<file path="src/hw/rtl/ptom_fifo.sv">
// Small two-entry queue used between the front, the engine and the ports.
// Depends on nothing; width is a parameter.
`default_nettype none
module ptom_fifo #(
	parameter int W = 8
) (
	input  wire logic         clk,
	input  wire logic         arst_n,
	input  wire logic         push,
	input  wire logic [W-1:0] din,
	output logic              full,
	input  wire logic         pop,
	output logic [W-1:0]      dout,
	output logic              empty
);
	logic [W-1:0] mem_q [2];
	logic         wp_q, rp_q;
	logic [1:0]   cnt_q;
	logic         do_push, do_pop;

	assign full    = cnt_q == 2'd2;
	assign empty   = cnt_q == 2'd0;
	assign do_push = push && !full;
	assign do_pop  = pop && !empty;
	assign dout    = mem_q[rp_q];

	// storage
	always_ff @(posedge clk) begin
		if (do_push) mem_q[wp_q] <= din;
	end

	// pointers
	always_ff @(posedge clk or negedge arst_n) begin
		if (!arst_n) begin
			wp_q <= 1'b0; rp_q <= 1'b0; cnt_q <= 2'd0;
		end else begin
			if (do_push) wp_q <= !wp_q;
			if (do_pop) rp_q <= !rp_q;
			cnt_q <= cnt_q + {1'b0, do_push} - {1'b0, do_pop};
		end
	end
endmodule
`default_nettype wire

</file>
<file path="config.mk">
export PLATFORM = sky130hd
export DESIGN_NAME = ptom_fifo
export DESIGN_NICKNAME = d
export VERILOG_FILES = /design/src/hw/rtl/ptom_fifo.sv
export SDC_FILE = /design/constraint.sdc
export NUM_CORES = 1
export LEC_CHECK = 0
export BUFFER_PORTS_ARGS = -buffer_cell sky130_fd_sc_hd__buf_4
export CAP_MARGIN = 20
export CORE_MARGIN = 4
export CORE_UTILIZATION = 44
export DETAILED_ROUTE_END_ITERATION = 8
export PLACE_DENSITY_LB_ADDON = 0.08
export SLEW_MARGIN = 20
export SYNTH_ARGS = -nofsm -noshare
export SYNTH_HDL_FRONTEND = slang
export SYNTH_SLANG_ARGS = --single-unit
</file>
<file path="constraint.sdc">
create_clock -name clk -period 1.3 [get_ports clk]
set_input_delay 0.13 -clock clk [delete_from_list [all_inputs] [get_ports clk]]
set_output_delay 0.13 -clock clk [all_outputs]
set_load 0.01 [all_outputs]
</file>
# == Word-level counts from Yosys, hierarchy flattened ==
# Memory sizes are Yosys's and may differ from the RTL's.
# Cells that the tools add are included.
# Widths: inputs -> output; s select.
# op_classes
add_sub_neg,2
mul,0
div,0
magnitude_cmp,0
eq_ne,1
shift,0
muxes,2
n_bitwise,0
reduce_logical,7
# ops
operator,n
$logic_not 1->1,4
$add 2x1->2,1
$eq 2x2->1 const B,1
$logic_and 1x1->1,2
$logic_not 2->1,1
$mux 1,2
$sub 2x1->2,1
# totals
ff_bits,4
latch_bits,0
mem_bits_rw,16
mem_bits_ro,0
inputBits,12
output_inout_bits,10
word_cells,16
mem_count,1
# mem_list
name,words,word_bits,read_ports,rd_clocked_by_memory_dff,wr,line,rtl
mem_q,2,8,1,0,1,16,logic [W-1:0] mem_q [2];

# == Longest topological paths before layout ==
# depth
depth_word,5
mapped_depth,7
ltp_nobuf,7

# == Worst setup path before layout ==
# OpenSTA, ideal clock, no wires.
# synth_path
path_type,reg-to-reg
from,register cnt_q[1]
to,register cnt_q[1]
setup_ps,123
arrival_time_ps,1431
required_ps,1177
slack_ps,-254
path_stages_with_launch,8
path_buffers,0
synth_period_minus_slack_ps,1554
path_cell_list,dfrtp_1 -> nor2_1 -> nor2b_2 -> ha_1 -> inv_1 -> ha_1 -> xnor2_1 -> xnor2_1
# synth_via
word_cells_on_any_way,8
classes_between,2 x add/sub; 1 x eq/ne; 5 x reduce/logical
# synth_rtl
item,line,rtl
start: declaration,18,logic [1:0] cnt_q;
start signal: assignment,39,"cnt_q <= cnt_q + {1'b0, do_push} - {1'b0, do_pop};"
$logic_not 2->1,22,assign empty = cnt_q == 2'd0;
named net empty,14,output logic empty
$logic_not 1->1,24,assign do_pop = pop && !empty;
$logic_and 1x1->1,24,
named net do_pop,19,"logic do_push, do_pop;"
$sub 2x1->2,39,
# The timed path passes the listed nets, and every way through them passes these cells.
# A chain may end at the register's enable or synchronous reset.

# == Final worst setup path ==
# layout_path
from,register cnt_q[1]
to,register cnt_q[1]
# layout_via
word_cells_on_any_way,8
classes_between,2 x add/sub; 1 x eq/ne; 5 x reduce/logical
# layout_rtl
item,line
$logic_not 2->1,22
$logic_not 1->1,24
$logic_and 1x1->1,24
named net do_pop,19
$sub 2x1->2,39
# The timed path passes the listed nets, and every way through them passes these cells.

==> impl_metrics.csv <==
group,metric,value,unit
setup_path,cp-end-kind,"flop",
global_route,grt_usage,11.49,%
global_route,grt_max_degree,12,
setup_path,crit_required,1500,ps
route,first_iter_violations,6,
sta,tns,-2715,ps
finish,n_fill_cell,72,
worst_hold_path,hold_path.class,"primary input to flop",
route,dr_wl_met3,88,um
logic_synthesis,syn_nets,57,
logic_synthesis,synth_top_family_by_area,"multiplexers",
clock_network,clk_latency,300,ps
logic_synthesis,ys_types,13,
sta,worst_pin_slew,202.4,ps
power_and_ir_drop,power.density,2262,mW/mm2
floorplanning,start_util,49.21,%
sta,rsz0062_at_grt,"true",
placement,dpl.hpwl,945.1,um
logic_synthesis,yosys.area_share.simple,4.194,%
clock_network,cts_tree,"built",
clock_network,clockRootBuffer,"clkbuf_4",
route,vias_per_cell,4.869,
logic_synthesis,synth.ff_latch_count,20,
power_and_ir_drop,ir_drop,1.538,mV
route,wl_met2,894,um
logic_synthesis,ys_warn_count,0,
floorplanning,io_pins,22,
floorplanning,core,0.001577,mm2
floorplanning,die-area,0.002499,mm2
route,antenna_left,0,
run_status,outcome,"complete, but fails checks",
placement,dpl_cell_area,0.001037,mm2
logic_synthesis,synth-xor-area-share,4.516,%
logic_synthesis,netlist_area,775.7,um2
finish,final_area,0.001344,mm2
finish,syn_to_final_growth,73.23,%
global_route,overflow,0,
setup_path,worst_setup_path_start_kind,"flop",
global_route,grt_pass1_wl,2145,um
route,top_layer,"met4",
floorplanning,die_y,49.99,um
global_route,grt_pass1_vias,496,
placement,portBuffers,21,
setup_path,path_class,"flop to flop",
run_status,violations,"negative setup slack",
sta,drv_slew,0,
route,drc,0,
route,wl_met1,603,um
clock_network,cts_buffer_depth,2,
logic_synthesis,yosysSeqAreaShare,74.84,%
finish,antenna_cells,0,
clock_network,cts_max_level,1,
clock_network,cts.sinks,20,
route,drt_pass1_iterations,2,
logic_synthesis,synth-compound-area-share,0,%
placement,place_congestion,0.6880,
job,max_cap_viol_count,0,
clock_network,cts.clk_slew.worst_paths,110,ps
logic_synthesis,syn_avg_cell_area,18.04,um2
sta,fmax,682.3,MHz
sta,slew-limit-headroom,86.51,%
logic_synthesis,synth_cells,43,
route,wire_per_inst,15.01,um
sta,hold_ws,6.181,ps
route,totalWireLength,1606,um
setup_path,path_max_fanout,3,
placement,placed_cells,87,
logic_synthesis,muxShareOfSynthArea,11.61,%
finish,drive_above_1_share,72.53,%
sta,finClkSkew,7.260,ps
finish,layout.nets,106,
sta,fin_ws,-165.7,ps
setup_path,arrival,1660,ps
floorplanning,std_cell_rows,14,
sta,period_minus_slack,1466,ps
floorplanning,die_x,49.99,um
sta,hold_viol,0,
sta,min_period_over_period,112.7,%
power_and_ir_drop,leakage,0.5779,nW
route,via_count,521,
sta,setup_violations,27,
finish,layout.cells.non_filler,107,
clock_network,cts_buffers,3,
global_route,antenna_found_initial,0,
logic_synthesis,synthAdderAreaFrac,3.226,%
[cell families (layout without fill, tap and decap cells)]
| kind of cell | count (synthesis) | in the layout |
|---|---|---|
| XOR/XNOR | 4 | 4 |
| buffers and inverters | 3 | 51 |
| AND/OR/NAND/NOR | 6 | 6 |
| adder cells (fa/ha/maj) | 2 | 2 |
| multiplexers | 8 | 8 |
| flip-flops | 20 | 20 |
[power breakdown]
part / switching (mW) / leakage, nW / total [mW] / internal (mW)
sequential: 0.115 / 0.193 / 1.02 / 0.903
clock: 0.184 / 0.0210 / 0.355 / 0.171
combinational: 0.607 / 0.364 / 1.67 / 1.06
[flip-flops by register name, summed over array words and instances, names as in the netlist]
signal	count
cnt_q	2
mem_q	16
rp_q	1
wp_q	1
[cells in the final DEF (no fill, tap or decap), drive strengths merged]
cell,n
edfxtp,16
nor2,2
dfrtp,4
clkbuf,4
nor2b,1
inv,2
xor2,1
dlygate4sd3,4
and3,1
nand2b,1
xnor2,3
mux2,8
nand2,1
ha,2
buf,41
[synth_stat cells]
cell,count,area (um2)
nor2_1,2,7.510
mux2_2,8,90.09
nand2b_1,1,6.260
ha_1,2,25.02
edfxtp_1,16,480.5
dfrtp_1,4,100.1
inv_1,2,7.510
nand2_1,1,3.750
xnor2_1,3,26.28
nor2b_2,1,8.760
and3_1,1,6.260
xor2_1,1,8.760
buf_2,1,5.000
[what timing repair did]
| action | 4_1_cts | 5_1_grt |
|---|---|---|
| hold buffers | 1 | 3 |
| pin swaps | 5 | 3 |
| hold endpoints to repair | 4 | 5 |
| endpoints found under the setup margin | 15 | 28 |
| gates resized for setup | 15 | 20 |
| setup buffers | 7 | 8 |
[path summary, 6_finish.rpt]
| path | from | to | slack (ps) | cells after the start |
|---|---|---|---|---|
| setup / recovery | cnt_q[1] | cnt_q[1] | -170 | 7 |
| setup reg to reg | cnt_q[1] | cnt_q[1] | -170 | 7 |
| hold reg to reg | wp_q | wp_q | 590 | 1 |
| max in group asynchronous | arst_n | cnt_q[1] | 1050 | 2 |
| hold / removal | din[7] | mem_q[1][7] | 6 | 1 |
| min in group asynchronous | arst_n | rp_q | 140 | 2 |
[critical path: stages, from the launching register on]
cell and delay (ps):
dfrtp_2 470, nor2_4 140, nor2b_4 60, ha_4 250, inv_2 40, ha_4 150, xnor2_2 130, xnor2_1 120
[cell type report]
cell class | count | area [um2] | share of cell area [%]
sequential | 20 | 583.1 | 43.39
timing repair buffer | 45 | 422.9 | 31.47
multi-input combinational | 20 | 274.0 | 20.39
clock buffer | 4 | 36.28 | 2.700
tap | 16 | 20.02 | 1.490
inverter | 2 | 7.507 | 0.5587
[metrics by stage]
step                      worst slack (ps)  power (mW)  utilization [%]
after CTS                           -150.9       2.709            76.35
after detailed placement            -167.8       2.007            65.79
after global placement              -137.4       1.988            65.79
after floorplan                     -147.5       1.551                -
final                               -165.7       3.040            85.24
after global routing                -226.2       3.228            85.24
[per-layer routing]
layer	vias to the layer above	track usage [%]
met5	-	0
met4	0	2.765
met3	3	2.711
met2	15	22.39
met1	254	12.04
li1	249	-
Note: power is estimated with default switching activity, not from simulation.
